File: config.mk
export PLATFORM = sky130hd
export DESIGN_NAME = sync_checksum_frame_parser
export DESIGN_NICKNAME = d
export VERILOG_FILES = /design/src/design/scfp_pkg.sv /design/src/design/scfp_cell.sv /design/src/design/scfp_chain.sv /design/src/design/sync_checksum_frame_parser.sv
export SDC_FILE = /design/constraint.sdc
export NUM_CORES = 1
export LEC_CHECK = 0
export ABC_AREA = 1
export BUFFER_PORTS_ARGS = -buffer_cell sky130_fd_sc_hd__buf_2
export CELL_PAD_IN_SITES_DETAIL_PLACEMENT = 1
export CELL_PAD_IN_SITES_GLOBAL_PLACEMENT = 1
export CORE_ASPECT_RATIO = 0.6
export CORE_MARGIN = 2
export CORE_UTILIZATION = 49
export CTS_CLUSTER_SIZE = 24
export DETAILED_ROUTE_END_ITERATION = 8
export PLACE_DENSITY_LB_ADDON = 0.08
export SLEW_MARGIN = 20
export SYNTH_ARGS = -nofsm -noshare
export SYNTH_HDL_FRONTEND = slang
export SYNTH_SLANG_ARGS = --single-unit
export TNS_END_PERCENT = 20
File: constraint.sdc
create_clock -name clk -period 9.9 [get_ports clk]
set_clock_uncertainty 0.05 [all_clocks]
set_input_delay 1.485 -clock clk [delete_from_list [all_inputs] [get_ports clk]]
set_output_delay 1.485 -clock clk [all_outputs]
set_load 0.01 [all_outputs]
File: src/design/scfp_pkg.sv
// Shared types and constants for the sync/checksum frame parser.
package scfp_pkg;

	localparam logic [7:0] SYNC_BYTE   = 8'hAA;
	localparam int         FIELD_COUNT = 15;
	localparam int         FIELD_W     = 4;
	localparam int         STATUS_W    = 2;
	localparam int         VALUE_W     = 16;
	localparam logic [FIELD_W-1:0] LAST_FIELD = FIELD_W'(FIELD_COUNT - 1);

	typedef enum logic [STATUS_W-1:0] {
		STAT_OK      = 2'd0,
		STAT_BAD_HDR = 2'd1,
		STAT_BAD_SUM = 2'd2
	} status_t;

	typedef enum logic [1:0] {
		S_HUNT,
		S_COLLECT,
		S_EMIT
	} fsm_t;

	typedef struct packed {
		logic shift1;
		logic shift2;
	} chain_ctl_t;

endpackage

File: src/design/scfp_cell.sv
// One byte cell of the frame shift chain.
module scfp_cell import scfp_pkg::*; (
	input  logic       clk,
	input  chain_ctl_t ctl,
	input  logic [7:0] d1,
	input  logic [7:0] d2,
	output logic [7:0] q
);

	logic [7:0] data_q;

	// shift1: new byte enters; shift2: drain two bytes per field
	always_ff @(posedge clk) begin
		if (ctl.shift1) begin
			data_q <= d1;
		end else if (ctl.shift2) begin
			data_q <= d2;
		end
	end

	assign q = data_q;

endmodule

File: src/design/scfp_chain.sv
// Row of byte cells holding all frame bytes but the checksum byte.
module scfp_chain import scfp_pkg::*; #(
	parameter int CELLS = 34
) (
	input  logic       clk,
	input  chain_ctl_t ctl,
	input  logic [7:0] byte_in,
	output logic [7:0] hdr_byte,
	output logic [7:0] hi_byte,
	output logic [7:0] lo_byte
);

	logic [7:0] q [CELLS];

	for (genvar i = 0; i < CELLS; i++) begin : g_cell
		logic [7:0] d1;
		logic [7:0] d2;
		if (i == 0) begin : g_head
			assign d1 = byte_in;
			assign d2 = 8'd0;
		end else if (i == 1) begin : g_second
			assign d1 = q[i-1];
			assign d2 = 8'd0;
		end else begin : g_body
			assign d1 = q[i-1];
			assign d2 = q[i-2];
		end
		scfp_cell u_cell (
			.clk (clk),
			.ctl (ctl),
			.d1  (d1),
			.d2  (d2),
			.q   (q[i])
		);
	end

	// byte 0 ends in the far cell; byte 1 next to it, field bytes from byte 4 on
	assign hdr_byte = q[CELLS-2];
	assign hi_byte  = q[CELLS-5];
	assign lo_byte  = q[CELLS-6];

endmodule

File: src/design/sync_checksum_frame_parser.sv
// Output: a bad frame's result is registered as its last byte is taken; a good frame's
// fields pass the S_EMIT state, then the output register, one field per cycle while m_tready is high.
// Throughput: one byte per cycle while hunting or collecting, the closing byte waiting for a free
// output slot; input stalls while the 15 fields are drained, two chain cells per beat from a fixed tap.
// Reset: arst_n clears the FSM, counters, sum and output valid; the byte chain is not reset.
module sync_checksum_frame_parser import scfp_pkg::*; #(
	parameter int FRAME_BYTES = 35
) (
	input  logic        clk,
	input  logic        arst_n,
	input  logic        s_tvalid,
	output logic        s_tready,
	input  logic [7:0]  s_tdata,   // [7:0] byte_value
	output logic        m_tvalid,
	input  logic        m_tready,
	output logic [23:0] m_tdata,   // [3:0] field_index, [19:4] field_value, [23:20] zero
	output logic [1:0]  m_tuser,   // [1:0] status
	output logic        m_tlast
);

	localparam int CNT_W = $clog2(FRAME_BYTES);
	localparam logic [CNT_W-1:0] LAST_POS = CNT_W'(FRAME_BYTES - 1);

	fsm_t                 state_q, state_nxt;
	logic [CNT_W-1:0]     cnt_q;
	logic [7:0]           sum_q;
	logic [FIELD_W-1:0]   field_q;
	logic                 m_valid_q;
	status_t              status_q;
	logic [FIELD_W-1:0]   index_q;
	logic [VALUE_W-1:0]   value_q;
	logic                 last_q;

	logic       slot_free, accept, final_byte, hdr_bad, sum_bad;
	logic       load_err, load_field;
	chain_ctl_t ctl;
	logic [7:0] hdr_byte, hi_byte, lo_byte;

	scfp_chain #(
		.CELLS (FRAME_BYTES - 1)
	) u_chain (
		.clk      (clk),
		.ctl      (ctl),
		.byte_in  (s_tdata),
		.hdr_byte (hdr_byte),
		.hi_byte  (hi_byte),
		.lo_byte  (lo_byte)
	);

	assign slot_free  = !m_valid_q || m_tready;
	assign final_byte = (state_q == S_COLLECT) && (cnt_q == LAST_POS);
	assign hdr_bad    = hdr_byte != SYNC_BYTE;
	assign sum_bad    = sum_q != s_tdata;

	always_comb begin
		s_tready   = 1'b0;
		ctl        = '0;
		load_err   = 1'b0;
		load_field = 1'b0;
		case (state_q)
			S_HUNT: begin
				s_tready   = 1'b1;
				ctl.shift1 = s_tvalid && (s_tdata == SYNC_BYTE);
			end
			S_COLLECT: begin
				// the closing byte may produce a result, so it needs the output slot
				s_tready   = !final_byte || slot_free;
				ctl.shift1 = s_tvalid && s_tready && !final_byte;
				load_err   = s_tvalid && s_tready && final_byte && (hdr_bad || sum_bad);
			end
			S_EMIT: begin
				load_field = slot_free;
				ctl.shift2 = slot_free;
			end
			default: begin
				s_tready = 1'b0;
			end
		endcase
	end

	assign accept = s_tvalid && s_tready;

	always_comb begin
		state_nxt = state_q;
		case (state_q)
			S_HUNT: begin
				if (accept && s_tdata == SYNC_BYTE) begin
					state_nxt = S_COLLECT;
				end
			end
			S_COLLECT: begin
				if (accept && final_byte) begin
					state_nxt = (hdr_bad || sum_bad) ? S_HUNT : S_EMIT;
				end
			end
			S_EMIT: begin
				if (load_field && field_q == LAST_FIELD) begin
					state_nxt = S_HUNT;
				end
			end
			default: begin
				state_nxt = S_HUNT;
			end
		endcase
	end

	always_ff @(posedge clk or negedge arst_n) begin
		if (!arst_n) begin
			state_q <= S_HUNT;
			cnt_q   <= '0;
			sum_q   <= '0;
			field_q <= '0;
		end else begin
			state_q <= state_nxt;
			if (ctl.shift1) begin
				cnt_q <= cnt_q + 1'b1;
				sum_q <= sum_q + s_tdata;
			end else if (accept && final_byte) begin
				cnt_q <= '0;
				sum_q <= '0;
			end
			if (load_field) begin
				field_q <= (field_q == LAST_FIELD) ? '0 : field_q + 1'b1;
			end
		end
	end

	always_ff @(posedge clk or negedge arst_n) begin
		if (!arst_n) begin
			m_valid_q <= 1'b0;
		end else if (load_err || load_field) begin
			m_valid_q <= 1'b1;
		end else if (m_tready) begin
			m_valid_q <= 1'b0;
		end
	end

	always_ff @(posedge clk) begin
		if (load_err) begin
			status_q <= hdr_bad ? STAT_BAD_HDR : STAT_BAD_SUM;
			index_q  <= '0;
			value_q  <= '0;
			last_q   <= 1'b1;
		end else if (load_field) begin
			status_q <= STAT_OK;
			index_q  <= field_q;
			value_q  <= {hi_byte, lo_byte};
			last_q   <= field_q == LAST_FIELD;
		end
	end

	assign m_tvalid = m_valid_q;
	assign m_tdata  = {4'd0, value_q, index_q};
	assign m_tuser  = status_q;
	assign m_tlast  = last_q;

endmodule

==> metrics.md <==
| Metric | Value |
|---|---|
| Status | `complete, no violations` |
| Number of synthesized flops with an enable pin | `266` |
| Slew headroom | `26.4%` |
| Initial antenna violation count | `0` |
| Max VDD drop | `132 µV` |
| Most frequent cell on the critical path | `nand2_8` |
| Port Buffers | `36` |
| Leading area contributor after synthesis | `edfxtp_1` |
| Clock root cell | `clkbuf_16` |
| Most numerous cell in the Yosys netlist | `nand2_1` |
| Synthesized area | `13,500 µm²` |
| Fillers | `2,897` |
| Logic gate share of total power | `between 15 and 20%` |
| Min cycle time layout | `a little over 5 ns` |
| Yosys top cell area share | `59.2%` |
| Startpoint Class | `primary input` |
| Critical Path Stages | `9` |
| Placed Area | `about 14,000 µm²` |
| Required time of the worst setup path | `between 10 and 15 ns` |
| H-Tree Depth | `1` |
| Total GRT Usage | `19.1%` |
| PostCTS Resize Cnt | `0` |
| Worst hold margin | `around 0.42 ns` |
| Site Rows | `46` |
| Clk pwr share | `between 30 and 40%` |
| Crit path DAT | `~5.3 ns` |
| Cells after Synth | `1,318` |
| Clk_lat worst skew | `approximately 0.57 ns` |
| Avg Cell Area, Syn | `10.2 µm²` |
| Synth Flop Type | `edfxtp_1` |
| DRC | `0` |
| RSZ-0062 raised after global routing | `no` |
| Endpoints failing hold | `0` |
| Share of cells above drive strength 1 | `7.45%` |
| Die width | `218 µm` |
| TritonCTS Buffers | `29` |
| Fin crit share | `around half` |
| Tightest Pin Transition | `1.10 ns` |
| Layout Nets | `~1,300` |
| Sw Ratio | `29.1%` |
| Critical Path End Type | `flop` |
| Synth cell count leaders | `369 x nand2_1, 266 x edfxtp_1, 234 x o21ai_0` |
| Diodes inserted | `0` |
| Clock Tree Buf Depth | `3` |
| Largest cells by area after synthesis | `edfxtp_1 59%, nand2_1 10%, o21ai_0 8.7%, inv_1 4.9%, dfrtp_1 3.9%` |
| Class of the tightest hold or removal check | `flop to flop` |
| Design area | `~15,000 µm²` |
| CP peak stage delay | `roughly 0.71 ns` |
| Setup Viol. Count Final | `0` |
| Switching power | `1.10 mW` |
| Internal | `around 2.7 mW` |
| Via density per instance | `roughly 5.1` |
| Synth Warn # | `0` |
| Vias | `~8,700` |
| Max cap viols | `0` |
| CP max stage cell | `nand2_8` |
| Die ar. | `28,900 µm²` |
| Initial DRC Count | `roughly 660` |
| LEAKAGE | `slightly above 6 nW` |
| Largest net degree at the start of global routing | `about 180` |
| CTS tree | `yes` |
| Clock Sinks | `just over 300` |
| Delay-heaviest family, CP | `simple AND/OR/NAND/NOR gates` |
| Register area | `~8900 µm²` |
| Initial Utilization | `roughly 50%` |
| Hold path depth | `2` |
| Multi-input gate area | `about 3500 µm²` |
| Synthesized flop and latch total | `between 300 and 400` |
| Vias in the first global route | `8,773` |
| Grt total ovfl | `0` |
| Post-CTS Setup Inserts | `0` |
| Max Fanout on Critical Path | `~180` |
| Library cells used by synthesis | `32` |
| Critical-path cell list | `buf_2, inv_1, nand2_1, nor2_1, nand3_2, nand2_8, inv_6, nand2_8, buf_12` |
| Worst path bufs/invs | `4` |
| WS Path Type | `primary input to flop` |
| PwrDens | `256 nW/µm²` |
| Seq pwr share | `51.1%` |
| First-pass GRT wire length | `roughly 45,000 µm` |
| Gpl congestion | `roughly 0.8` |
| Core area | `26,700 µm²` |
| Detailed Route WL | `26,800 µm` |
| Cts hold-fix bufs | `0` |
| Reg clk slew, reported paths | `around 0.070 ns` |
| Post-synth ARST share | `under 10%` |
| Antenna viol nets, final | `0` |
| IO Pins | `between 40 and 50` |
| Average routed wire per standard cell | `around 16 µm` |
| Max Fclk | `0.194 GHz` |
| Sequential area share after synthesis | `between 60% and 70%` |
| Drt pass-1 iters | `4` |
| Area grow syn2layout | `9.90%` |
| DIE HEIGHT | `about 130 µm` |
| Pins over their slew limit | `0` |
| Post-DP HPWL | `around 16,000 µm` |
| Worst Reg-to-Reg Cells | `10` |
| Setup TNS | `0 ns` |
==> layout by cell type, fill, tap and decap left out, types with 9 or more instances in the layout <==
cell type    n
a21boi_0    20
buf_2       36
clkbuf_16   34
dfrtp_1     21
dfxtp_1     21
edfxtp_1   266
ha_1         9
inv_1      175
nand2_1    368
nand3_1     26
nand4_1     18
nor2_1      37
o21ai_0    234
o21ai_1     22
==> stage by stage <==
| stage | util, % | worst slack [ns] | total power [mW] | std cells |
|---|---|---|---|---|
| after floorplan | - | 1.23 | 2.48 | 1321 |
| after CTS | 55.5 | 4.49 | 3.84 | 1702 |
| after global placement | 51.7 | 3.98 | 2.60 | 1649 |
| after global routing | 55.5 | 4.45 | 4.03 | 1702 |
| after detailed placement | 51.7 | 3.89 | 2.65 | 1649 |
| final | 55.5 | 4.75 | 3.80 | 1702 |
==> tightest hold or removal path, stage by stage, from the launching register on <==
cell and delay, ns:
dfxtp_1 0.33, nand2_1 0.05, nand3_1 0.06
==> layer usage <==
metal	track usage, %	wire, µm	up-vias
li1	-	-	4379
met1	29.1	13600	4174
met2	29.2	12000	95
met3	2.87	826	33
met4	4.08	438	0
met5	0	0	-
==> state kept, by name, indices dropped and copies added, names as in the netlist <==
register and cells:
value_q 16, field_q 4, state_q 2, index_q 4, m_tuser 2, m_tlast 1
m_tvalid 1, u_chain.g_cell.u_cell.q 264, cnt_q 6, sum_q 8
==> power by group through the flow <==
| stage | registers [mW] | clock network (mW) | logic, mW |
|---|---|---|---|
| after floorplan | 1.96 | 0 | 0.524 |
| after CTS | 1.94 | 1.20 | 0.693 |
| after global placement | 1.95 | 0 | 0.652 |
| final | 1.94 | 1.18 | 0.682 |
| after global routing | 1.97 | 1.25 | 0.805 |
| after detailed placement | 1.96 | 0 | 0.684 |
==> cells by family after synthesis <==
logic type,Yosys count,share of synthesized area [%]
other,1,0.0278
AO/OA/AOI/OAI,284,11.0
buffers and inverters,250,7.85
adder cells (fa/ha/maj),10,0.984
flip-flops,308,66.2
AND/OR/NAND/NOR,464,13.9
XOR/XNOR,1,0.0650
==> worst paths after layout <==
| kind | start | slack [ns] | end |
|---|---|---|---|
| min in group asynchronous | arst_n | 0.85 | state_q[1] |
| hold reg to reg | m_tlast | 0.42 | m_tlast |
| hold / removal | m_tlast | 0.42 | m_tlast |
| max in group asynchronous | arst_n | 8.57 | cnt_q[3] |
| setup reg to reg | cnt_q[0] | 5.45 | u_chain.g_cell[4].u_cell.q[6] |
| setup / recovery | s_tdata[4] | 4.75 | u_chain.g_cell[4].u_cell.q[6] |
==> layout make-up <==
class	count	area share, %
repair buffers	41	1.55
clock inverters	14	0.861
flip-flops and latches	308	60.3
clock buffers	39	5.93
well taps	360	3.04
inverters	177	4.52
multi-input cells	763	23.8
(Power assumes the default switching activity.)
